==> src/rtl/core/complex_matrix_multiply_herm_defines.svh <==
// ----------------------------------------------------------------------------
// Assertion macros for the complex matrix multiply block
// Concurrent checks used by the block's modules; empty when SYNTH is set.
// ----------------------------------------------------------------------------
`ifndef COMPLEX_MATRIX_MULTIPLY_HERM_DEFINES_SVH
`define COMPLEX_MATRIX_MULTIPLY_HERM_DEFINES_SVH

`ifndef SYNTH
// same-cycle implication, checked out of reset
`define CMMH_ASSERT_IMPL(label, clk, rst_n, ante, cons, msg) \
	label: assert property (@(posedge clk) disable iff (!rst_n) (ante) |-> (cons)) \
		else $error(msg);
// next-cycle implication, checked out of reset
`define CMMH_ASSERT_NEXT(label, clk, rst_n, ante, cons, msg) \
	label: assert property (@(posedge clk) disable iff (!rst_n) (ante) |=> (cons)) \
		else $error(msg);
`else
`define CMMH_ASSERT_IMPL(label, clk, rst_n, ante, cons, msg)
`define CMMH_ASSERT_NEXT(label, clk, rst_n, ante, cons, msg)
`endif

`endif

==> src/rtl/core/cmmh_mem.sv <==
// ----------------------------------------------------------------------------
// cmmh_mem
// Matrix store: one write port, one read port, registered read data.
// ----------------------------------------------------------------------------
`timescale 1ns / 1ps
`default_nettype none

module cmmh_mem #(
	parameter int ADDR_W = 6,
	parameter int DATA_W = 32
) (
	input  wire logic              clk,
	input  wire logic              we,
	input  wire logic [ADDR_W-1:0] waddr,
	input  wire logic [DATA_W-1:0] wdata,
	input  wire logic              rd_en,
	input  wire logic [ADDR_W-1:0] raddr,
	output logic      [DATA_W-1:0] rdata
);

	localparam int DEPTH = 1 << ADDR_W;

	logic [DATA_W-1:0] mem_q [DEPTH];
	logic [DATA_W-1:0] rdata_q;

	always_ff @(posedge clk) begin
		if (we) begin
			mem_q[waddr] <= wdata;
		end
	end

	// hold read data while the pipeline stalls
	always_ff @(posedge clk) begin
		if (rd_en) begin
			rdata_q <= mem_q[raddr];
		end
	end

	assign rdata = rdata_q;

endmodule

`default_nettype wire

==> config.mk <==
export PLATFORM = sky130hd
export DESIGN_NAME = cmmh_mem
export DESIGN_NICKNAME = d
export VERILOG_FILES = /design/src/rtl/core/complex_matrix_multiply_herm_defines.svh /design/src/rtl/core/cmmh_mem.sv
export SDC_FILE = /design/constraint.sdc
export NUM_CORES = 2
export LEC_CHECK = 0
export ABC_AREA = 1
export ABC_CLOCK_PERIOD_IN_PS = 4700
export BUFFER_PORTS_ARGS = -buffer_cell sky130_fd_sc_hd__buf_2
export CORE_MARGIN = 2
export CORE_UTILIZATION = 45
export DETAILED_ROUTE_END_ITERATION = 16
export PLACE_DENSITY = 0.63
export SLEW_MARGIN = 20
export SYNTH_ARGS = -nofsm -noshare
export SYNTH_HDL_FRONTEND = slang
export SYNTH_SLANG_ARGS = --single-unit
==> constraint.sdc <==
create_clock -name clk -period 4.7 [get_ports clk]
set_input_delay 0.705 -clock clk [delete_from_list [all_inputs] [get_ports clk]]
set_output_delay 0.705 -clock clk [all_outputs]
set_load 0.05 [all_outputs]
==> reports/qor.yml <==
detailed_routing:
  avgViaCountPerCell: 5.79
  drt-total-wl_um: 246000
  dr.pass1.iters: 6
  ant_nets: 0
  routedWlPerCell_um: 26.1
  drc: 0
  num_vias: 54500
  drtIter0Drc: 7166
finish:
  post-route-util_pct: 50.7
  drive_above_1_share_pct: 8.72
  fin_nets: 6844
  layout_common_cells: "nand2_1, edfxtp_1, nand3_1"
  final_cells: 9418
  fillCellCount: 15500
  area_growth_pct: 11.9
  final_common_cell: "nand2_1"
synthesis:
  synth_top_area_share_pct: 75.2
  yosys.area_share.simple_pct: 22.0
  synth.largest_area_cell: "edfxtp_1"
  synthesis.area_um2: 83100
  ys_ff_latch: 2080
  synth.avg_cell_area_um2: 12.3
  synth_compound_gate_area_share_pct: 0
  ys_types: 15
  synth_top_family_by_area: "simple AND/OR/NAND/NOR gates"
  synth.net_count: 6816
  synth_cells: 6769
  synthAdderAreaFrac_pct: 0
  synth-xor-area-share_pct: 0
  synth.area.top_cells: "edfxtp_1, nand3_1, nand2_1"
  ys_seq_area_share_pct: 75.2
  ys_warn_count: 0
  synthMuxAreaShare_pct: 0
clocking:
  cts_tree: "yes"
  postCtsSetupBuffers: 0
  path_clk_slew_ns: 0.07
  cts-root-buf: "clkbuf_16"
  hold_buffers: 0
  clockBufferDepth: 3
  numCtsBuffers: 199
  clk_latency_ns: 0.85
  htree_levels: 4
  clock_sinks: 2080
  post_cts_resize_count: 0
floorplan:
  initial_core_util_pct: 45.3
  fp.dieW_um: 434
  die_h_um: 434
  coreArea_um2: 183000
  ios: 79
  rows: 157
  dieArea_um2: 188000
worst_setup_path:
  max_stage_delay_ns: 0.53
  slowest_stage: "inv_16"
  cp-start-kind: "input port"
  cp-startpoint: "raddr[0]"
  crit_arrival_ns: 3.82
  cp.required_ns: 5.39
  cp_max_fo: 141
  cp_cell_sequence: "buf_8 -> inv_16 -> buf_12 -> buf_4 -> nand2_1 -> nand3_1 -> nand3_1 -> nand3_1 -> nand3_1 -> nand2_1 -> nand2_1 -> nand2_1"
  endpoint_kind: "register"
  crit_family: "buffers and inverters"
  r2r_cells: 8
  critPathBufInv: 4
  r2r_end: "rdata[22]"
  r2r_setup_slack_ns: 2.75
  path_class: "input port to register"
  r2r_start: "mem_q[49][22]"
global_routing:
  grt_pass1_vias: 51600
  grt.met2_usage_pct: 41.5
  busiest_layer: "met2"
  grt_use_met1_pct: 35.5
  globalRouteMet3Util_pct: 4.09
  globalRoute.totalOverflow: 0
  grt_pass1_wl_um: 357000
  antenna_found_initial: 13
  grt_max_degree: 150
  track_usage_pct: 26.1
sta:
  finalCritPeriodShare_pct: 66.6
  min_period_ns: 3.13
  slew_violations: 0
  rsz0062_at_grt: "no"
  fin_skew_ns: 0.0428
  holdWs_ns: 0.404
  hold_viol: 0
  setup_viol: 0
  finalWorstSetupSlack_ns: 1.57
  relSlewSlack_pct: 24.5
  tightest_slew_ns: 1.13
  max_freq_mhz: 320
worst_hold_path:
  hold_depth: 1
  holdCritPathClass: "input port to register"
  hold_start: "wdata[19]"
  min_to: "mem_q[59][19]"
power:
  p_sw_mw: 8.93
  peakVddDrop_mv: 0.286
  p_total_mw: 38.7
  p_int_mw: 29.7
  p_sw_share_pct: 23.1
  p_per_area_nw_per_um2: 416
  pwr-share-comb_pct: 6.5
  pwr-share-clk_pct: 40.1
  p_leak_nw: 32.4
  p_seq_share_pct: 53.4
run:
  drv_cap: 0
placed_design:
  io_buffers: 78
  gp_congestion: 0.860
  dp_hpwl_um: 130000
  dp.cells: 9060
  dpl_worst_slack_ns: 0.798
run_status:
  outcome: "complete, no violations"
## flip-flops by register name, summed over array words and instances, names as in the netlist
name	cells
rdata	32
mem_q	2048
## worst max path at each step
stage	endpoint	slack [ns]	cells after the start
global placement	rdata[27]	0.81	12
floorplan	mem_q[48][0]	-0.13	3
global route	rdata[24]	1.48	12
CTS	rdata[27]	1.68	12
detailed placement	rdata[27]	0.80	12
finish	rdata[27]	1.57	12
## synth_stat cells
| master | n |
|---|---|
| nor2_1 | 56 |
| inv_1 | 9 |
| buf_1 | 40 |
| buf_4 | 45 |
| buf_2 | 282 |
| inv_2 | 2 |
| inv_4 | 1 |
| nand2_1 | 2248 |
| nand3_1 | 1907 |
| clkbuf_1 | 77 |
| buf_8 | 2 |
| edfxtp_1 | 2080 |
| nor4_1 | 8 |
| buf_6 | 3 |
| nand4_1 | 9 |
## metrics by stage
step           instance area (um2)  TNS (ns)
2_1_floorplan                83100    -34.56
3_3_place_gp                 86800         0
3_5_place_dp                 86800         0
4_1_cts                      92900         0
5_1_grt                      92900         0
6_report                     92900         0
## power groups by stage
stage / Sequential [mW] / Combinational, mW / Clock, mW
floorplan: 21.1 / 1.26 / 0
global placement: 21.1 / 2.45 / 0
detailed placement: 21.1 / 2.47 / 0
CTS: 20.7 / 2.48 / 15.6
global route: 20.7 / 2.68 / 16.3
finish: 20.7 / 2.50 / 15.5
## routing by layer
layer,up-vias,routed length (um)
met5,-,41
met4,6,11200
met3,475,21900
met2,2821,116000
li1,24200,-
met1,27000,96700
## cell type report
type | count | area, um2 | share of cell area (%)
timing repair buffer | 276 | 2370 | 2.55
clock inverter | 107 | 970 | 1.04
tap | 2464 | 3080 | 3.32
clock buffer | 246 | 5200 | 5.59
antenna | 5 | 12.5 | 0.0135
multi-input combinational | 4228 | 18800 | 20.2
sequential | 2080 | 62500 | 67.2
inverter | 12 | 81.3 | 0.0875
## cells by family after synthesis
| family | Yosys count |
|---|---|
| buffers and inverters | 461 |
| DFF | 2080 |
| and+or+nand+nor | 4228 |
No activity file was read; power rests on OpenSTA's default activity.
