===== src/rtl/core/complex_matrix_multiply_herm_defines.svh =====
// ----------------------------------------------------------------------------
// Assertion macros for the complex matrix multiply block
// Concurrent checks used by the block's modules; empty when SYNTH is set.
// ----------------------------------------------------------------------------
`ifndef COMPLEX_MATRIX_MULTIPLY_HERM_DEFINES_SVH
`define COMPLEX_MATRIX_MULTIPLY_HERM_DEFINES_SVH

`ifndef SYNTH
// same-cycle implication, checked out of reset
`define CMMH_ASSERT_IMPL(label, clk, rst_n, ante, cons, msg) \
	label: assert property (@(posedge clk) disable iff (!rst_n) (ante) |-> (cons)) \
		else $error(msg);
// next-cycle implication, checked out of reset
`define CMMH_ASSERT_NEXT(label, clk, rst_n, ante, cons, msg) \
	label: assert property (@(posedge clk) disable iff (!rst_n) (ante) |=> (cons)) \
		else $error(msg);
`else
`define CMMH_ASSERT_IMPL(label, clk, rst_n, ante, cons, msg)
`define CMMH_ASSERT_NEXT(label, clk, rst_n, ante, cons, msg)
`endif

`endif


===== src/rtl/core/cmmh_pkg.sv =====
// ----------------------------------------------------------------------------
// cmmh_pkg
// Shared widths, codes and types of the complex matrix multiply block.
// ----------------------------------------------------------------------------
`timescale 1ns / 1ps
`default_nettype none

package cmmh_pkg;

	localparam int DEF_MAX_DIM    = 8;
	localparam int DEF_DATA_WIDTH = 16;

	localparam int SUM_W      = 36;  // exact product sum, wraps beyond
	localparam int ROW_W      = 3;   // out_row / out_col / elem_row / elem_col
	localparam int DIM_W      = 4;   // dimension registers
	localparam int LIM_W      = DIM_W + 1;  // room to compare against MAX_DIM
	localparam int CMD_W      = 2;
	localparam int CFG_IDX_W  = 3;
	localparam int CFG_DATA_W = DIM_W;

	localparam logic [DIM_W-1:0] DIM_RESET = DIM_W'(8);

	localparam logic [CMD_W-1:0] CMD_LOAD_A  = 2'd0;
	localparam logic [CMD_W-1:0] CMD_LOAD_B  = 2'd1;
	localparam logic [CMD_W-1:0] CMD_COMPUTE = 2'd2;

	localparam logic [CFG_IDX_W-1:0] REG_ROWS_A = 3'd0;
	localparam logic [CFG_IDX_W-1:0] REG_COLS_A = 3'd1;
	localparam logic [CFG_IDX_W-1:0] REG_ROWS_B = 3'd2;
	localparam logic [CFG_IDX_W-1:0] REG_COLS_B = 3'd3;
	localparam logic [CFG_IDX_W-1:0] REG_HERM_A = 3'd4;
	localparam logic [CFG_IDX_W-1:0] REG_HERM_B = 3'd5;

	typedef enum logic {
		ST_IDLE,
		ST_RUN
	} seq_state_t;

	typedef struct packed {
		logic [DIM_W-1:0] rows_a;
		logic [DIM_W-1:0] cols_a;
		logic [DIM_W-1:0] rows_b;
		logic [DIM_W-1:0] cols_b;
		logic             herm_a;
		logic             herm_b;
	} dims_t;

	// travels with each store read down the MAC pipeline
	typedef struct packed {
		logic             valid;
		logic             first;     // first term of a dot product
		logic             last_k;    // final term of a dot product
		logic             last_all;  // dot product is the final element of C
		logic [ROW_W-1:0] row;
		logic [ROW_W-1:0] col;
	} tag_t;

endpackage

`default_nettype wire


===== src/rtl/core/cmmh_seq.sv =====
// ----------------------------------------------------------------------------
// cmmh_seq
// Walks i, j, l of the product; reads each store once a cycle unless stalled.
// ----------------------------------------------------------------------------
`timescale 1ns / 1ps
`default_nettype none
`include "complex_matrix_multiply_herm_defines.svh"

module cmmh_seq import cmmh_pkg::*; #(
	parameter int MAX_DIM = DEF_MAX_DIM,
	parameter int IDX_W   = $clog2(MAX_DIM)
) (
	input  wire logic               clk,
	input  wire logic               arst_n,
	input  wire logic               start,
	input  wire logic               adv,
	input  wire dims_t              dims,
	output logic                    busy,
	output logic [2*IDX_W-1:0]      a_addr,
	output logic [2*IDX_W-1:0]      b_addr,
	output tag_t                    tag
);

	seq_state_t       state_q, state_d;
	logic [IDX_W-1:0] i_q, j_q, l_q;
	logic [IDX_W-1:0] i_d, j_d, l_d;
	logic [IDX_W-1:0] mlast, klast, nlast;
	logic [IDX_W-1:0] ra_last, ca_last, rb_last, cb_last;

	// clamp a dimension to 1..MAX_DIM and return it minus one
	function automatic logic [IDX_W-1:0] last_idx(input logic [DIM_W-1:0] d);
		logic [LIM_W-1:0] dw;
		dw = LIM_W'(d);
		if (d == '0) begin
			return '0;
		end else if (dw > LIM_W'(MAX_DIM)) begin
			return IDX_W'(MAX_DIM - 1);
		end else begin
			return IDX_W'(dw - LIM_W'(1));
		end
	endfunction

	assign ra_last = last_idx(dims.rows_a);
	assign ca_last = last_idx(dims.cols_a);
	assign rb_last = last_idx(dims.rows_b);
	assign cb_last = last_idx(dims.cols_b);

	assign mlast = dims.herm_a ? ca_last : ra_last;
	assign klast = dims.herm_a ? ra_last : ca_last;
	assign nlast = dims.herm_b ? rb_last : cb_last;

	// store address is {row, column}
	assign a_addr = dims.herm_a ? {l_q, i_q} : {i_q, l_q};
	assign b_addr = dims.herm_b ? {j_q, l_q} : {l_q, j_q};
	assign busy   = (state_q == ST_RUN);

	always_ff @(posedge clk or negedge arst_n) begin
		if (!arst_n) begin
			state_q <= ST_IDLE;
			i_q     <= '0;
			j_q     <= '0;
			l_q     <= '0;
		end else begin
			state_q <= state_d;
			i_q     <= i_d;
			j_q     <= j_d;
			l_q     <= l_d;
		end
	end

	always_comb begin
		state_d      = state_q;
		i_d          = i_q;
		j_d          = j_q;
		l_d          = l_q;
		tag.valid    = (state_q == ST_RUN);
		tag.first    = (l_q == '0);
		tag.last_k   = (l_q == klast);
		tag.last_all = (i_q == mlast) && (j_q == nlast);
		tag.row      = ROW_W'(i_q);
		tag.col      = ROW_W'(j_q);
		unique case (state_q)
			ST_IDLE: begin
				if (start) begin
					state_d = ST_RUN;
					i_d     = '0;
					j_d     = '0;
					l_d     = '0;
				end
			end
			ST_RUN: begin
				if (adv) begin
					if (l_q != klast) begin
						l_d = l_q + 1'b1;
					end else begin
						l_d = '0;
						if (j_q != nlast) begin
							j_d = j_q + 1'b1;
						end else begin
							j_d = '0;
							if (i_q != mlast) begin
								i_d = i_q + 1'b1;
							end else begin
								state_d = ST_IDLE;
							end
						end
					end
				end
			end
		endcase
	end

	`CMMH_ASSERT_IMPL(a_start_idle, clk, arst_n, start, state_q == ST_IDLE, "start while running")
	`CMMH_ASSERT_IMPL(a_idx_bound, clk, arst_n, state_q == ST_RUN, (l_q <= klast) && (j_q <= nlast) && (i_q <= mlast), "index past its limit")
	`CMMH_ASSERT_NEXT(a_run_end, clk, arst_n, (state_q == ST_RUN) && adv && tag.last_k && tag.last_all, state_q == ST_IDLE, "run did not end after final read")

endmodule

`default_nettype wire


===== config.mk =====
export PLATFORM = sky130hd
export DESIGN_NAME = cmmh_seq
export DESIGN_NICKNAME = d
export VERILOG_FILES = /design/src/rtl/core/cmmh_pkg.sv /design/src/rtl/core/cmmh_seq.sv
export VERILOG_INCLUDE_DIRS = /design/src /design/src/rtl/core
export SDC_FILE = /design/constraint.sdc
export NUM_CORES = 1
export LEC_CHECK = 0
export ABC_AREA = 1
export BUFFER_PORTS_ARGS = -buffer_cell sky130_fd_sc_hd__buf_2
export CAP_MARGIN = 0
export CORE_MARGIN = 1
export CORE_UTILIZATION = 30
export DETAILED_ROUTE_END_ITERATION = 10
export RECOVER_POWER = 25
export SYNTH_ARGS = -nofsm -noshare
export SYNTH_HDL_FRONTEND = slang
export SYNTH_SLANG_ARGS = --single-unit

===== constraint.sdc =====
create_clock -name clk -period 3.65 [get_ports clk]
set_input_delay 0.365 -clock clk [delete_from_list [all_inputs] [get_ports clk]]
set_output_delay 0.365 -clock clk [all_outputs]
set_load 0.005 [all_outputs]

==> flow_summary.json <==
{
  "status": "completed",
  "syn2layout_area_growth_pct": 24.8,
  "cp_cell_sequence": "buf_2 > inv_1 > ha_1 > inv_1 > nand2_1 > nand3_1 > nand2_1 > xor2_1 > and3_1 > nand2_1 > inv_1 > buf_2",
  "grt_pass1_vias": 1181,
  "numCtsBuffers": 3,
  "clock_latency_ps": 230,
  "internal-power_mw": 0.384,
  "path_class": "input port to primary output",
  "antenna_left": 0,
  "min_from": "start",
  "cp_slowest_cell": "xor2_1",
  "tightest_slew_ps": 572,
  "max_clock_freq_mhz": 502,
  "total_power_mw": 0.709,
  "first_pass_iters": 4,
  "ff2ff_setup_slack_ps": 2150,
  "max_slew_margin_pct": 61.9,
  "layout_setup_ws_ps": 1660,
  "pwr-share-comb_pct": 54.1,
  "nets": 279,
  "synth_cell_types": 26,
  "h-tree-depth": 1,
  "cap_violations": 0,
  "worst_clock_skew_ps": 1.48,
  "ys_warn_count": 0,
  "cp.arrival_ps": 1630,
  "post-place-ws_ps": 1670,
  "io_pins": 45,
  "drt_iter0_drc": 82,
  "clk_pin_slew_ps": 40,
  "yosys.area.top_type": "nand2_1",
  "grt_setup_unrepaired": "no",
  "overflow": 0,
  "cp.required_ps": 3280,
  "min_path_type": "input port to register",
  "syn_area_um2": 1230,
  "switchingPower_mw": 0.325,
  "grt_use_met2_pct": 24.7,
  "min_delay_path_depth": 3,
  "peakVddDrop_mv": 0.198,
  "grt_use_met3_pct": 2.93,
  "r2r_end": "i_q[0]",
  "hold_viol": 0,
  "grt_pass1_wl_um": 5150,
  "synth-edff-count": 0,
  "rr_worst_depth": 8,
  "setup-tns-final_ps": 0,
  "setup_viol": 0,
  "synth-seq-cells": 10,
  "chipWidth_um": 65.9,
  "max_stage_delay_ps": 200,
  "grt_max_degree": 19,
  "start_util_pct": 32.3,
  "syn_nets": 233,
  "vias": 1361,
  "drc": 0,
  "ys_seq_area_share_pct": 20.4,
  "drv_slew": 0,
  "drt_wl_total_um": 3070,
  "clkSinkCount": 10,
  "p_leak_nw": 0.939,
  "synth_flop_cell": "dfrtp_1",
  "switching_share_pct": 45.8,
  "gp_congestion": 0.774,
  "period_share_pct": 54.6,
  "root_buffer": "clkbuf_8",
  "critPathMaxFanout": 3,
  "vias_per_cell": 4.61,
  "busiest_layer": "met2",
  "grtUsageMet1_pct": 20.0,
  "rows": 22,
  "postSynth.asyncResetShare_pct": 100,
  "die-area_um2": 4350,
  "avgRoutedWirePerCell_um": 10.4,
  "pwr-share-seq_pct": 29.9,
  "pwr-share-clk_pct": 15.9,
  "synth_cells": 203,
  "netlist.area_leader.share_pct": 20.5,
  "antenna_found_initial": 0,
  "powerDensity_nw_per_um2": 463,
  "crit_path_start_kind": "input port",
  "clockBufferDepth": 2,
  "timing.rr.start": "l_q[0]",
  "dpl.hpwl_um": 2490,
  "min_to": "busy",
  "die_height_um": 65.9,
  "diodes": 0,
  "cts_tree": "done",
  "min_period_ps": 1990,
  "synth_area_leaders": "nand2_1, dfrtp_1, nand3_1",
  "io_buffer_count": 44,
  "core_um2": 3800,
  "worstSetupEndpointType": "primary output",
  "gr-usage-all-layers_pct": 15.3,
  "drive_gt1_share_pct": 21.9,
  "syn_avg_cell_area_um2": 6.04
}
-- cells in the mapped netlist, types with 2 or more instances --
library cell	count
nand3_2	2
nand2_1	67
nand4_1	5
o21ai_0	15
xor2_1	3
clkbuf_1	2
nand3b_1	2
o211ai_1	2
dfrtp_1	10
nor2_1	9
ha_1	8
nand3_1	30
inv_1	34
o21ai_1	2
-- area by class of cell --
cell class / instances / area [um^2]
clock buffers: 3 / 41.3
inverters: 36 / 140
fillers: 421 / 2270
repair buffers: 45 / 229
flip-flops and latches: 10 / 250
multi-input cells: 153 / 810
well taps: 48 / 60.1
-- power groups by stage --
stage          registers, mW  logic (mW)  clock network [mW]
4_1_cts                0.213       0.388               0.118
6_report               0.212       0.384               0.113
3_5_place_dp           0.215       0.385                   0
2_1_floorplan          0.200       0.248                   0
5_1_grt                0.225       0.441               0.125
3_3_place_gp           0.216       0.383                   0
-- state kept, by name (all words and copies together) (netlist names) --
name / count
l_q: 3
i_q: 3
busy: 1
j_q: 3
-- what timing repair did --
action                                 CTS  global route
buffers inserted                         0             0
gates resized for setup                  0             0
hold buffers                             1             0
endpoints found under the hold margin   10             0
-- layer usage --
metal | wire, um | vias to the layer above
li1 | - | 738
met3 | 103 | 4
met1 | 1520 | 594
met5 | 0 | -
met4 | 27 | 0
met2 | 1420 | 25
-- worst max-delay path, delay by kind of cell --
family                   cells  cell delay (ps)
adder cells (fa/ha/maj)      1              180
buffers and inverters        5              360
AND/OR/NAND/NOR              5              520
XOR/XNOR                     1              200
-- kinds of logic after synthesis --
kind of cell               Yosys count  synth area share (%)
buffers and inverters               40                  13.6
AOI/OAI and AO/OA                   22                  10.4
adders and majority gates            8                  8.16
xor gates and xnor gates             4                  2.86
and+or+nand+nor                    119                  44.6
DFF                                 10                  20.4
-- cell usage in the layout (no fill, tap or decap) --
cell	instances
inv_2	1
o211ai_1	2
dfrtp_1	10
xor2_1	3
inv_6	1
xnor2_1	1
nand2_2	1
a21oi_1	1
nor2_1	9
clkbuf_8	3
dlygate4sd3_1	1
o21ai_0	15
o22ai_1	1
nand3_1	30
buf_2	43
o21ai_1	2
inv_1	34
nand3_2	2
nand2_4	1
ha_1	8
nand4_4	1
nand4_1	5
clkbuf_1	1
and3_1	1
a21oi_4	1
nand2_1	67
nand3b_1	2
-- worst max-delay path by stage --
stage          cells after the start      to  slack (ps)  startpoint
6_report                          12  tag[6]        1660    dims[10]
5_1_grt                           13  tag[6]        1420    dims[14]
4_1_cts                           12  tag[6]        1650    dims[10]
3_5_place_dp                      15  tag[6]        1670     dims[2]
3_3_place_gp                      15  tag[6]        1670     dims[2]
2_1_floorplan                     11  tag[7]        1980    dims[14]
-- metrics by stage --
| stage | cell area (um^2) | utilization [%] | hold WS (ps) | instances |
|---|---|---|---|---|
| 2_1_floorplan | 1230 | - | 69.4 | 203 |
| 3_3_place_gp | 1480 | 39.0 | 247 | 291 |
| 3_5_place_dp | 1480 | 39.0 | 246 | 291 |
| 4_1_cts | 1530 | 40.3 | 372 | 295 |
| 5_1_grt | 1530 | 40.3 | 400 | 295 |
| 6_report | 1530 | 40.3 | 376 | 295 |
(Power assumes the default switching activity.)
