===== config.mk =====
export PLATFORM = sky130hd
export DESIGN_NAME = cmmh_mac
export DESIGN_NICKNAME = d
export VERILOG_FILES = /design/src/rtl/core/complex_matrix_multiply_herm_defines.svh /design/src/rtl/core/cmmh_pkg.sv /design/src/rtl/core/cmmh_mac.sv
export SDC_FILE = /design/constraint.sdc
export NUM_CORES = 2
export LEC_CHECK = 0
export BUFFER_PORTS_ARGS = -buffer_cell sky130_fd_sc_hd__buf_2
export CAP_MARGIN = 20
export CORE_ASPECT_RATIO = 1.5
export CORE_MARGIN = 8
export CORE_UTILIZATION = 45
export CTS_BUF_LIST = sky130_fd_sc_hd__clkbuf_16
export DETAILED_ROUTE_END_ITERATION = 8
export PLACE_DENSITY = 0.72
export RECOVER_POWER = 50
export SETUP_SLACK_MARGIN = 0.2
export SYNTH_ARGS = -nofsm -noshare
export SYNTH_HDL_FRONTEND = slang
export SYNTH_SLANG_ARGS = --single-unit

===== constraint.sdc =====
create_clock -name clk -period 3.9 [get_ports clk]
set_input_delay 0.975 -clock clk [delete_from_list [all_inputs] [get_ports clk]]
set_output_delay 0.975 -clock clk [all_outputs]
set_load 0.1 [all_outputs]

===== src/rtl/core/complex_matrix_multiply_herm_defines.svh =====
// ----------------------------------------------------------------------------
// Assertion macros for the complex matrix multiply block
// Concurrent checks used by the block's modules; empty when SYNTH is set.
// ----------------------------------------------------------------------------
`ifndef COMPLEX_MATRIX_MULTIPLY_HERM_DEFINES_SVH
`define COMPLEX_MATRIX_MULTIPLY_HERM_DEFINES_SVH

`ifndef SYNTH
// same-cycle implication, checked out of reset
`define CMMH_ASSERT_IMPL(label, clk, rst_n, ante, cons, msg) \
	label: assert property (@(posedge clk) disable iff (!rst_n) (ante) |-> (cons)) \
		else $error(msg);
// next-cycle implication, checked out of reset
`define CMMH_ASSERT_NEXT(label, clk, rst_n, ante, cons, msg) \
	label: assert property (@(posedge clk) disable iff (!rst_n) (ante) |=> (cons)) \
		else $error(msg);
`else
`define CMMH_ASSERT_IMPL(label, clk, rst_n, ante, cons, msg)
`define CMMH_ASSERT_NEXT(label, clk, rst_n, ante, cons, msg)
`endif

`endif


===== src/rtl/core/cmmh_pkg.sv =====
// ----------------------------------------------------------------------------
// cmmh_pkg
// Shared widths, codes and types of the complex matrix multiply block.
// ----------------------------------------------------------------------------
`timescale 1ns / 1ps
`default_nettype none

package cmmh_pkg;

	localparam int DEF_MAX_DIM    = 8;
	localparam int DEF_DATA_WIDTH = 16;

	localparam int SUM_W      = 36;  // exact product sum, wraps beyond
	localparam int ROW_W      = 3;   // out_row / out_col / elem_row / elem_col
	localparam int DIM_W      = 4;   // dimension registers
	localparam int LIM_W      = DIM_W + 1;  // room to compare against MAX_DIM
	localparam int CMD_W      = 2;
	localparam int CFG_IDX_W  = 3;
	localparam int CFG_DATA_W = DIM_W;

	localparam logic [DIM_W-1:0] DIM_RESET = DIM_W'(8);

	localparam logic [CMD_W-1:0] CMD_LOAD_A  = 2'd0;
	localparam logic [CMD_W-1:0] CMD_LOAD_B  = 2'd1;
	localparam logic [CMD_W-1:0] CMD_COMPUTE = 2'd2;

	localparam logic [CFG_IDX_W-1:0] REG_ROWS_A = 3'd0;
	localparam logic [CFG_IDX_W-1:0] REG_COLS_A = 3'd1;
	localparam logic [CFG_IDX_W-1:0] REG_ROWS_B = 3'd2;
	localparam logic [CFG_IDX_W-1:0] REG_COLS_B = 3'd3;
	localparam logic [CFG_IDX_W-1:0] REG_HERM_A = 3'd4;
	localparam logic [CFG_IDX_W-1:0] REG_HERM_B = 3'd5;

	typedef enum logic {
		ST_IDLE,
		ST_RUN
	} seq_state_t;

	typedef struct packed {
		logic [DIM_W-1:0] rows_a;
		logic [DIM_W-1:0] cols_a;
		logic [DIM_W-1:0] rows_b;
		logic [DIM_W-1:0] cols_b;
		logic             herm_a;
		logic             herm_b;
	} dims_t;

	// travels with each store read down the MAC pipeline
	typedef struct packed {
		logic             valid;
		logic             first;     // first term of a dot product
		logic             last_k;    // final term of a dot product
		logic             last_all;  // dot product is the final element of C
		logic [ROW_W-1:0] row;
		logic [ROW_W-1:0] col;
	} tag_t;

endpackage

`default_nettype wire


===== src/rtl/core/cmmh_mac.sv =====
// ----------------------------------------------------------------------------
// cmmh_mac
// Conjugate, complex multiply, accumulate and output register.
// ----------------------------------------------------------------------------
`timescale 1ns / 1ps
`default_nettype none

module cmmh_mac import cmmh_pkg::*; #(
	parameter int DATA_WIDTH = DEF_DATA_WIDTH
) (
	input  wire logic                    clk,
	input  wire logic                    arst_n,
	input  wire logic                    adv,
	input  wire logic                    herm_a,
	input  wire logic                    herm_b,
	input  wire tag_t                    tag_s0,
	input  wire logic [2*DATA_WIDTH-1:0] a_rd,
	input  wire logic [2*DATA_WIDTH-1:0] b_rd,
	output logic                         out_valid,
	output logic [ROW_W-1:0]             out_row,
	output logic [ROW_W-1:0]             out_col,
	output logic signed [SUM_W-1:0]      sum_re,
	output logic signed [SUM_W-1:0]      sum_im,
	output logic                         last
);

	localparam int PW = 2 * DATA_WIDTH;

	tag_t                         tag_s1, tag_s2, tag_s3;
	logic signed [DATA_WIDTH-1:0] xr, xi, yr, yi;
	logic signed [PW-1:0]         rr_s2, ii_s2, ri_s2, ir_s2;
	logic signed [SUM_W-1:0]      term_re_s3, term_im_s3;
	logic signed [SUM_W-1:0]      acc_re_q, acc_im_q;
	logic signed [SUM_W-1:0]      next_re, next_im;
	logic                         out_valid_q;
	logic [ROW_W-1:0]             out_row_q, out_col_q;
	logic signed [SUM_W-1:0]      sum_re_q, sum_im_q;
	logic                         last_q;

	// negate, with the most negative value going to the most positive
	function automatic logic signed [DATA_WIDTH-1:0] neg_sat(
		input logic signed [DATA_WIDTH-1:0] v
	);
		if (v == {1'b1, {(DATA_WIDTH-1){1'b0}}}) begin
			return {1'b0, {(DATA_WIDTH-1){1'b1}}};
		end else begin
			return -v;
		end
	endfunction

	assign xr = a_rd[PW-1:DATA_WIDTH];
	assign xi = herm_a ? neg_sat(a_rd[DATA_WIDTH-1:0]) : a_rd[DATA_WIDTH-1:0];
	assign yr = b_rd[PW-1:DATA_WIDTH];
	assign yi = herm_b ? neg_sat(b_rd[DATA_WIDTH-1:0]) : b_rd[DATA_WIDTH-1:0];

	assign next_re = (tag_s3.first ? '0 : acc_re_q) + term_re_s3;
	assign next_im = (tag_s3.first ? '0 : acc_im_q) + term_im_s3;

	always_ff @(posedge clk or negedge arst_n) begin
		if (!arst_n) begin
			tag_s1      <= '0;
			tag_s2      <= '0;
			tag_s3      <= '0;
			out_valid_q <= 1'b0;
		end else if (adv) begin
			tag_s1      <= tag_s0;
			tag_s2      <= tag_s1;
			tag_s3      <= tag_s2;
			out_valid_q <= tag_s3.valid && tag_s3.last_k;
		end
	end

	always_ff @(posedge clk) begin
		if (adv) begin
			rr_s2      <= xr * yr;
			ii_s2      <= xi * yi;
			ri_s2      <= xr * yi;
			ir_s2      <= xi * yr;
			term_re_s3 <= SUM_W'(rr_s2) - SUM_W'(ii_s2);
			term_im_s3 <= SUM_W'(ri_s2) + SUM_W'(ir_s2);
			if (tag_s3.valid) begin
				acc_re_q <= next_re;
				acc_im_q <= next_im;
			end
			if (tag_s3.valid && tag_s3.last_k) begin
				out_row_q <= tag_s3.row;
				out_col_q <= tag_s3.col;
				sum_re_q  <= next_re;
				sum_im_q  <= next_im;
				last_q    <= tag_s3.last_all;
			end
		end
	end

	assign out_valid = out_valid_q;
	assign out_row   = out_row_q;
	assign out_col   = out_col_q;
	assign sum_re    = sum_re_q;
	assign sum_im    = sum_im_q;
	assign last      = last_q;

endmodule

`default_nettype wire


==> metrics.json <==
{
  "critPathCaptureType": "register",
  "synthDominantAreaCellType": "fa_1",
  "layout.core_utilization": 0.560,
  "ys_async_sr_fraction": 0.0824,
  "cts_max_level": 2,
  "dieHeight_um": 457,
  "clock_tree.buffer_depth": 3,
  "finalMaxSlewViolations": 72,
  "ys_top_cells_by_area": "fa_1 36%, edfxtp_1 18%, ha_1 10%",
  "num_cts_buffers": 41,
  "floorplan.initialDensity": 0.451,
  "tightest_slew_ns": 2.26,
  "hp-class": "reg2reg",
  "multiInputGateArea_um2": 44300,
  "yosysUniqueCellTypes": 80,
  "fin_setup_tns_ns": -372.21,
  "die-area_um2": 142000,
  "cts-hold-fix-buffers": 0,
  "drt.antenna.violating_nets": 0,
  "design.core.area_um2": 129000,
  "report.final.setup_viol": 144,
  "portBuffers": 158,
  "finalHoldViolCount": 0,
  "timing.final.ws_setup_ns": -4.69,
  "clock_insertion_delay_at_the_later_pin_of_the_skew_report_ns": 0.62,
  "dp.final_hpwl_um": 129000,
  "critical_path.max_stage_delay_ns": 0.53,
  "syn_inst": 5913,
  "finalCritPeriodShare": 2.20,
  "critical_path_data_arrival_time_ns": 8.93,
  "grt_usage": 0.220,
  "tritoncts": "yes",
  "outcome": "complete, but fails checks",
  "cts.sink_count": 376,
  "synth_enable_flop_cells": 345,
  "path_common_cell": "fa_1",
  "dieWidth_um": 310,
  "fmaxAchievable_mhz": 116,
  "postSynthAreaPerCell_um2": 9.86,
  "min_period_ns": 8.59,
  "clk_root_buffer_cell": "clkbuf_16",
  "io_pins": 159,
  "criticalPathCategory": "in2reg",
  "dpl_cell_area_um2": 68600,
  "fillCellCount": 11000,
  "timing.critical_path.required_ns": 4.25,
  "mappedNetlistNets": 7508,
  "grt_setup_unrepaired": "yes",
  "detailroute.via_count": 44200,
  "pre_cts_slack_ns": -5.52,
  "number_of_global_route_vias_before_repair": 48500,
  "syn_area_um2": 58300,
  "synth_top_flop_cell": "edfxtp_1",
  "fin_area_um2": 72400,
  "first_pass_detailed_route_iteration_total": 5,
  "global_route.overflow_total": 0,
  "grt_antenna_before_repair": 10,
  "syn2layout_area_growth_pct": 24.2,
  "synth.yosys.warnings": 0,
  "ff2ff_setup_slack_ns": -0.17,
  "grt_start_max_net_pins": 139,
  "first_iter_violations": 2538,
  "num-nets-final": 8385,
  "max_cap_viol_count": 2,
  "critPathLaunchType": "input pin",
  "rows": 162,
  "violations": "max-capacitance violations, max-slew violations, negative setup slack",
  "clkSlewWorstSetupHoldPaths_ns": 0.06,
  "grt_pass1_wl_um": 248000,
  "synth_seq_cells": 376,
  "synth_seq_area_share": 0.191,
  "yosysTopAreaCellShare": 0.361,
  "critical-path-slowest-cell": "fa_1",
  "drt-wirelength-per-cell_um": 18.1,
  "drt_drc_violations_left": 0,
  "post_route_cells_drive_above_1_share": 0.241,
  "final-seq-area_um2": 11100,
  "wirelength_um": 155000,
  "slew-limit-headroom": -0.505,
  "gpl.final_weighted_congestion": 0.970,
  "clock-skew-final_ns": 0.0473,
  "worst_path_fanout_max": 7,
  "vias_per_cell": 5.17
}
## path summary, 6_finish.rpt
kind | to | cells after the start | startpoint
max reg2reg | sum_re[33]$_DFFE_PP_ | 12 | tag_s3[8]$_DFFE_PN0P_
max | ii_s2[31]$_DFFE_PP_ | 33 | a_rd[4]
min reg2reg | out_row[0]$_DFFE_PP_ | 0 | tag_s3[3]$_DFFE_PN0P_
min | out_row[0]$_DFFE_PP_ | 0 | tag_s3[3]$_DFFE_PN0P_
max in group asynchronous | tag_s2[0]$_DFFE_PN0P_ | 1 | arst_n
min in group asynchronous | tag_s2[4]$_DFFE_PN0P_ | 1 | arst_n
## cells in the mapped netlist (8+ instances only)
master and count:
a2111oi_0 8, a211oi_1 20, a21o_1 99, a21oi_1 199, a31oi_1 15, and2_1 343
and3_1 27, buf_2 35, clkbuf_1 162, dfrtp_1 31, edfxtp_1 345, fa_1 1052
ha_1 464, inv_1 1272, mux2_2 30, nand2_1 612, nand2b_1 38, nand3_1 38
nand4_1 13, nor2_1 272, nor2b_1 120, nor3_1 36, o2111ai_1 10, o211ai_1 15
o21a_1 49, o21ai_0 118, o21bai_1 39, o31a_1 12, o31ai_1 17, o41ai_1 8
or3_1 18, xnor2_1 213, xor2_1 59
## sequential cells by signal, indices dropped and copies added, names as in the netlist
name and cells:
acc_im_q 36, acc_re_q 36, ii_s2 32, ir_s2 32, last 1, out_col 3
out_row 3, out_valid 1, ri_s2 32, rr_s2 32, sum_im 36, sum_re 36
tag_s1 10, tag_s2 10, tag_s3 10, term_im_s3 33, term_re_s3 33
## cells by family (layout without fill, tap and decap cells)
group | Yosys count | after routing | synth area share
simple gates | 1562 | 1563 | 0.129
flops | 376 | 376 | 0.191
xor+xnor | 272 | 272 | 0.0408
buf+inv | 1480 | 2388 | 0.0970
fa+ha+maj | 1516 | 1516 | 0.461
other cells | 0 | 6 | 0
compound gates | 675 | 676 | 0.0751
mux | 32 | 32 | 0.00614
## layer usage
metal  vias up  share of wire  track usage
met5         -        0.00022            0
li1      20100              -            -
met1     22400           0.37        0.250
met3       464          0.046       0.0249
met4         4          0.063        0.117
met2      1205           0.52        0.399
## placed cells by master (no fill, tap or decap), drive strengths merged, types with 7 or more instances in the layout
master and count:
buf 1028, a21oi 200, ha 464, a31oi 17, nor2b 120, a21o 99
o2111ai 10, edfxtp 345, inv 1285, clkbuf 56, a2111oi 8, o21bai 39
nand2 621, o211ai 15, o41ai 8, or3 19, or4 7, a211o 7
o21a 49, a31o 7, nor2 272, and3 27, mux2 30, fa 1052
xnor2 213, nor3 36, xor2 59, o21ai 122, a211oi 20, o31a 12
or2 8, clkinv 11, nand4 13, o31ai 17, and2 344, dfrtp 31
nand2b 38, nand3 38
## per-stage QoR
| step | hold slack, ns | std cells |
|---|---|---|
| finish | 0.442 | 8551 |
| global route | 0.466 | 8549 |
| CTS | 0.410 | 8510 |
| detailed placement | 0.431 | 8384 |
| global placement | 0.425 | 8384 |
| floorplan | 0.421 | 5913 |
## layout make-up
type / instances / share of cell area
Clock buffer: 44 / 0.0152
Timing Repair Buffer: 1040 / 0.120
Multi-Input combinational cell: 4059 / 0.611
Clock inverter: 32 / 0.00387
Sequential cell: 376 / 0.154
Tap cell: 1722 / 0.0297
Antenna cell: 6 / 0.000207
Inverter: 1272 / 0.0661
## timing repair
| action | CTS | global route |
|---|---|---|
| cloned | 5 | 4 |
| setup endpoints to repair | 151 | 175 |
| resized for setup | 221 | 224 |
| buffers inserted | 45 | 31 |
| pin swaps | 97 | 112 |
## critical path, delay by kind of cell
| family | cells | cell delay [ns] |
|---|---|---|
| AO/OA/AOI/OAI | 8 | 1.44 |
| adder cells (fa/ha/maj) | 7 | 3.31 |
| buffers and inverters | 6 | 0.59 |
| XOR/XNOR | 1 | 0.13 |
| AND/OR/NAND/NOR | 11 | 2.49 |
Power is left out: the tool's default activity adds up to more than one toggle a clock period on the data nets, which glitch-free logic cannot reach.
